**src/rtl/swap_run_allocator_macros.svh**
```systemverilog
// Assertion macros shared by the allocator modules.
// Both macros expect a signal named clk in the scope where they are used; SRA_ASSERT also expects rst.
`ifndef SWAP_RUN_ALLOCATOR_MACROS_SVH
`define SWAP_RUN_ALLOCATOR_MACROS_SVH

`ifndef SYNTH

`define SRA_ASSERT(label, prop) \
  label: assert property (@(posedge clk) disable iff (rst) prop) \
    else $error("swap_run_allocator assertion failed");

`define SRA_ASSERT_ALWAYS(label, prop) \
  label: assert property (@(posedge clk) prop) \
    else $error("swap_run_allocator assertion failed");

`else

`define SRA_ASSERT(label, prop)

`define SRA_ASSERT_ALWAYS(label, prop)

`endif

`endif

```
**src/rtl/sra_pkg.sv**
```systemverilog
`default_nettype none

package sra_pkg;

  localparam int MAX_SECTORS = 8192;
  localparam int RUN_LENGTH  = 8;
  localparam int WORD_W      = 64;
  localparam int NUM_WORDS   = MAX_SECTORS / WORD_W;
  localparam int SECT_W      = $clog2(MAX_SECTORS);
  localparam int WADDR_W     = $clog2(NUM_WORDS);
  localparam int OFF_W       = $clog2(WORD_W);
  localparam int SIZE_W      = SECT_W + 1;
  localparam int TAIL_W      = RUN_LENGTH - 1;
  localparam int CFG_W       = 14;
  localparam int START_W     = 13;
  localparam int CMP_W       = (CFG_W > SIZE_W) ? CFG_W : SIZE_W;

  localparam logic [CFG_W-1:0] USABLE_RESET = 14'd8192;

  localparam logic REQ_ALLOC   = 1'b0;
  localparam logic REQ_RELEASE = 1'b1;

  typedef struct packed {
    logic               req_type;
    logic               has_slot;
    logic [START_W-1:0] slot_start;
  } req_t;

  typedef struct packed {
    logic               ok;
    logic [START_W-1:0] run_start;
  } rsp_t;

  typedef struct packed {
    logic accept;
    logic scan_step;
    logic take_hit;
    logic mod_rd;
    logic mod_wr;
    logic second;
    logic load_out;
  } cmd_t;

  typedef struct packed {
    logic in_alloc;
    logic in_slot;
    logic hit;
    logic scan_done;
    logic span2;
    logic out_free;
  } sts_t;

endpackage

`default_nettype wire

```
**src/rtl/sra_ctrl.sv**
```systemverilog
`default_nettype none

`include "swap_run_allocator_macros.svh"

module sra_ctrl import sra_pkg::*; (
  input  logic clk,
  input  logic rst,
  input  logic req_valid,
  output logic req_stall,
  input  sts_t sts,
  output cmd_t cmd
);

  localparam logic [2:0] ST_IDLE    = 3'd0;
  localparam logic [2:0] ST_SCAN    = 3'd1;
  localparam logic [2:0] ST_MOD_RD  = 3'd2;
  localparam logic [2:0] ST_MOD_WR  = 3'd3;
  localparam logic [2:0] ST_MOD_RD2 = 3'd4;
  localparam logic [2:0] ST_MOD_WR2 = 3'd5;
  localparam logic [2:0] ST_FINISH  = 3'd6;

  logic [2:0] state;
  logic [2:0] state_next;

  assign req_stall = (state != ST_IDLE);

  always_comb begin
    state_next = state;
    cmd        = '0;
    case (state)
      ST_IDLE: begin
        if (req_valid) begin
          cmd.accept = 1'b1;
          if (sts.in_alloc) begin
            state_next = ST_SCAN;
          end else if (sts.in_slot) begin
            state_next = ST_MOD_RD;
          end else begin
            state_next = ST_FINISH;
          end
        end
      end
      ST_SCAN: begin
        if (sts.hit) begin
          cmd.take_hit = 1'b1;
          state_next   = ST_MOD_RD;
        end else if (sts.scan_done) begin
          state_next = ST_FINISH;
        end else begin
          cmd.scan_step = 1'b1;
        end
      end
      ST_MOD_RD: begin
        cmd.mod_rd = 1'b1;
        state_next = ST_MOD_WR;
      end
      ST_MOD_WR: begin
        cmd.mod_wr = 1'b1;
        state_next = sts.span2 ? ST_MOD_RD2 : ST_FINISH;
      end
      ST_MOD_RD2: begin
        cmd.mod_rd = 1'b1;
        cmd.second = 1'b1;
        state_next = ST_MOD_WR2;
      end
      ST_MOD_WR2: begin
        cmd.mod_wr = 1'b1;
        cmd.second = 1'b1;
        state_next = ST_FINISH;
      end
      ST_FINISH: begin
        if (sts.out_free) begin
          cmd.load_out = 1'b1;
          state_next   = ST_IDLE;
        end
      end
      default: begin
        state_next = ST_IDLE;
      end
    endcase
  end

  always_ff @(posedge clk) begin
    if (rst) begin
      state <= ST_IDLE;
    end else begin
      state <= state_next;
    end
  end

  `SRA_ASSERT(a_load_when_free, cmd.load_out |-> sts.out_free)
  `SRA_ASSERT(a_hit_only_in_scan, sts.hit |-> (state == ST_SCAN))
  `SRA_ASSERT(a_second_follows_first, (state == ST_MOD_RD2) |-> ($past(state) == ST_MOD_WR))

endmodule

`default_nettype wire
```
**config.mk**
```make
export PLATFORM = sky130hd
export DESIGN_NAME = sra_ctrl
export DESIGN_NICKNAME = d
export VERILOG_FILES = /design/src/rtl/sra_pkg.sv /design/src/rtl/sra_ctrl.sv
export VERILOG_INCLUDE_DIRS = /design/src /design/src/rtl
export SDC_FILE = /design/constraint.sdc
export NUM_CORES = 1
export LEC_CHECK = 0
export BUFFER_PORTS_ARGS = -buffer_cell sky130_fd_sc_hd__buf_2
export CAP_MARGIN = 0
export CORE_AREA = 3 3 40 42
export DETAILED_ROUTE_END_ITERATION = 16
export DIE_AREA = 0 0 43 45
export GPL_ROUTABILITY_DRIVEN = 0
export GPL_TIMING_DRIVEN = 0
export SLEW_MARGIN = 20
export SYNTH_ARGS = -nofsm -noshare
export SYNTH_HDL_FRONTEND = slang
export SYNTH_SLANG_ARGS = --single-unit
```
**constraint.sdc**
```tcl
create_clock -name clk -period 2.2 [get_ports clk]
set_input_delay 0.44 -clock clk [delete_from_list [all_inputs] [get_ports clk]]
set_output_delay 0.44 -clock clk [all_outputs]
set_load 0.01 [all_outputs]
```
## Word level (Yosys, flattened, before mapping)

Index checks and enable logic that the tools add are counted.

| word-level totals | value |
|---|---|
| output and inout port bits | 8 |
| register bits | 3 |

| cells by class | value |
|---|---|
| multiplexer cells | 19 |
| equality and inequality tests | 9 |
| reductions and logical operators | 6 |

Operator list:

| kind | number |
|---|---|
| case mux 3 bit (7 select lines) | 1 |
| 2-to-1 mux 3 bit | 6 |
| 2-to-1 mux 1 bit | 10 |
| equality test 3 bit (second input constant) | 3 |
| equality test 3 x 2 -> 1 bit (second input constant) | 2 |
| OR reduction 2 bit | 3 |
| 2-to-1 mux 2 bit | 2 |
| != test 2 bit (second input constant) | 2 |
| equality test 3 x 1 -> 1 bit (second input constant) | 1 |
| zero test 3 bit | 1 |
| != test 3 bit (second input constant) | 1 |
| AND reduction 3 bit | 1 |
| nonzero test 3 bit | 1 |

## Depth between registers and ports, before layout

| logic depth | value |
|---|---|
| depth in word-level cells | 4 |
| depth in mapped cells | 4 |
| depth with buffers taken out | 4 |

## Worst setup path after synthesis

OpenSTA, ideal clock, no wires.

| timing path | value |
|---|---|
| path kind | register -> output |
| start point | reg state[2] |
| end point | out cmd[0] (netlist bit) |
| arrival | 936 ps |
| cell stages (with the launch flop) | 4 |
| slack | 824 ps |
| path buffers | 1 |
| cells stage by stage | dfxtp_1 -> clkbuf_1 -> nand2_1 -> nor3_1 |

RTL lines:

| item | RTL line | text |
|---|---|---|
| start: declaration | sra_ctrl.sv:22 | `logic [2:0] state;` |
| start signal: assignment | sra_ctrl.sv:87 | `state <= state_next;` |
| end: declaration | sra_ctrl.sv:11 | `output cmd_t cmd` |

==> run_results.csv <==
group,metric,value,unit
sta,slew_headroom,74.5,%
cts,cts_made_buffers,3,
floorplanning,dieArea,0.00194,sq mm
flow_run,drv_cap,0,
cells_and_area,fill_cells,161,
placed_design,placed_area,355,sq um
cts,clk_latency,0.23,ns
cells_and_area,fin_cells,71,
yosys,synth_top_family_by_area,"simple AND/OR/NAND/NOR gates",
route,post_drt_wl_per_cell,9.69,um
sta,min_period,1.73,ns
cells_and_area,drive_gt1_share,41.1,%
global_routing,grt_pass1_wl,1150,um
cells_and_area,max_flop_register,"state",
placed_design,portBuffers,16,
cts,clk_pin_slew,0.04,ns
cells_and_area,synthToLayoutAreaGrowth,48.8,%
sta,setup_slack,0.472,ns
sta,slew_violations,0,
cells_and_area,layout_commonest_cell,"buf_2",
placed_design,post-place-ws,0.675,ns
route,ant_nets,0,
yosys,synthArstFlopShare,0,%
route,dr.pass1.iters,2,
yosys,yosys_warnings,0,
sta,rsz0062_at_grt,"no",
route,dr_total_vias,307,
worst_setup_path,end_kind,"primary output",
yosys,yosysSeqAreaShare,23.4,%
worst_setup_path,setup.worst_path.start_class,"flip-flop",
yosys,netlist_instances,36,
cells_and_area,largest_reg_flops,3,
power,seqPwrFrac,21.9,%
cells_and_area,design_area,382,sq um
cts,cts_tree,"built",
min_path,min_path_type,"input pin to flip-flop",
yosys,synthSimpleGateAreaFrac,38.5,%
yosys,netlist_area,256,sq um
power,power.leakage,0.182,nW
power,power.density,1030,mW/mm^2
worst_setup_path,worstPathRequired,1.76,ns
yosys,synth-edff-count,0,
cells_and_area,final_nets,66,
worst_setup_path,crit_fanout,10,
route,drtIter0Drc,1,
floorplanning,placementRows,13,
floorplanning,die_width,43,um
yosys,synth_area_per_cell,7.12,sq um
floorplanning,io_pins,17,
cells_and_area,reg_top3,"state: 3 flops",
yosys,synth-xor-area-share,3.41,%
floorplanning,fp.dieH,45,um
global_routing,overflow,0,
floorplanning,core,0.00128,sq mm
power,fin_total_pwr,0.394,mW
sta,max_slew.worst_pin.slew,0.383,ns
yosys,synthDistinctLibCells,20,
sta,setup_violations,0,
cts,clockRootBuffer,"clkbuf_4",
route,vias_per_cell,4.32,
worst_setup_path,critical_path_class,"flip-flop to primary output",
sta,fmax,579,MHz
sta,hold_viol_final,0,
power,switchingPower,0.159,mW
cts,post_cts_buffers,0,
yosys,synthMuxAreaShare,4.39,%
floorplanning,initial_utilization,20.0,%
yosys,synthAdderAreaFrac,0,%
sta,fin_crit_sh,78.5,%
cells_and_area,fin_util,29.7,%
yosys,synth_ff_type,"dfxtp_1",
yosys,syn_nets,45,
cts,cts_hold_buf,0,
power,intPower,0.235,mW
sta,fin_worst_skew,0.00133,ns
cts,cts.htree.levels,1,
cts,cts.sinks,3,
global_routing,grt_pass1_vias,303,
worst_setup_path,slowest_delay,0.34,ns
cts,cts_buffer_depth,2,
power,vdd_drop_max,0.000327,V
sta,fin_setup_tns,0,ns
worst_setup_path,critPathArrivalTime,1.29,ns
yosys,ys_ff_latch,3,
power,pwr-share-comb,53.9,%
global_routing,antenna_found_initial,0,
worst_setup_path,cp_slowest_cell,"dfxtp_1",
cells_and_area,most-common-layout-cells,"buf_2, nor2_1, a21oi_1",
placed_design,dp_hpwl,563,um
route,drt_wl_total,688,um
yosys,synth_compound_area_share,24.4,%
worst_setup_path,cp_cell_sequence,"clkbuf_1 > xnor2_1 > nor2_1 > buf_2",
global_routing,globalRouteTotalUtil,8.08,%
cts,cts_resized,0,
placed_design,placedCellCount,67,
cells_and_area,antennaDiodeCount,0,
global_routing,grt_max_degree,11,
outcome,status,"finished clean",
power,power.share.switching,40.4,%
route,post-route-drc-count,0,
power,clkPwrFrac,24.2,%
sta,whs,0.386,ns
==> path summary, 6_finish.rpt <==
| kind | from | slack, ns | cells past startpoint | to |
|---|---|---|---|---|
| worst min-delay path | rst | 0.39 | 2 | state[0]$_SDFFE_PP0P_ |
| worst max-delay path | state[2]$_SDFFE_PP0P_ | 0.47 | 4 | cmd[3] |
| worst min register to register | state[1]$_SDFFE_PP0P_ | 0.63 | 2 | state[2]$_SDFFE_PP0P_ |
| worst max register to register | state[2]$_SDFFE_PP0P_ | 0.84 | 4 | state[2]$_SDFFE_PP0P_ |
==> logic make-up (layout without fill, tap and decap cells) <==
group | Yosys count | count (layout)
DFF | 3 | 3
buffers and inverters | 4 | 24
AOI/OAI and AO/OA | 10 | 10
muxes | 1 | 1
xor gates and xnor gates | 1 | 1
and+or+nand+nor | 17 | 17
==> metal layers <==
| metal | track usage (%) | vias to the layer above | wire length (um) |
|---|---|---|---|
| met5 | 0 | - | 0 |
| met4 | 7.23 | 0 | 0 |
| met3 | 1.59 | 0 | 56 |
| met2 | 13.2 | 10 | 338 |
| met1 | 8.92 | 131 | 293 |
| li1 | - | 166 | - |
==> critical path: cells and delay by family, from the launching register on <==
kind                      cells  cell delay [ns]
buffers and inverters         2             0.48
xor gates and xnor gates      1             0.19
DFF                           1             0.34
and+or+nand+nor               1             0.06
==> cell type report <==
class	count	area, sq um	area share [%]
buffer	2	7.51	1.97
clock buffer	4	26.3	6.89
inverter	2	7.51	1.97
multi-input combinational	29	181	47.5
sequential	3	60.1	15.7
tap	15	18.8	4.92
timing repair buffer	16	80.1	21.0
==> synth_stat cells, types with 2 or more instances <==
cell type	n	area share, %
nor3_1	3	5.9
nand2_1	3	4.4
dfxtp_1	3	23
a21oi_1	4	7.8
o21ai_0	2	3.9
or3b_1	2	6.8
clkbuf_1	2	2.9
nor2_1	4	5.9
inv_1	2	2.9
==> power by group through the flow <==
stage | combinational (mW) | clock (mW) | sequential (mW)
finish | 0.212 | 0.0955 | 0.0863
global route | 0.238 | 0.101 | 0.0887
CTS | 0.216 | 0.103 | 0.0857
detailed placement | 0.215 | 0 | 0.0867
global placement | 0.215 | 0 | 0.0862
floorplan | 0.153 | 0 | 0.0828
(Power assumes the default switching activity.)
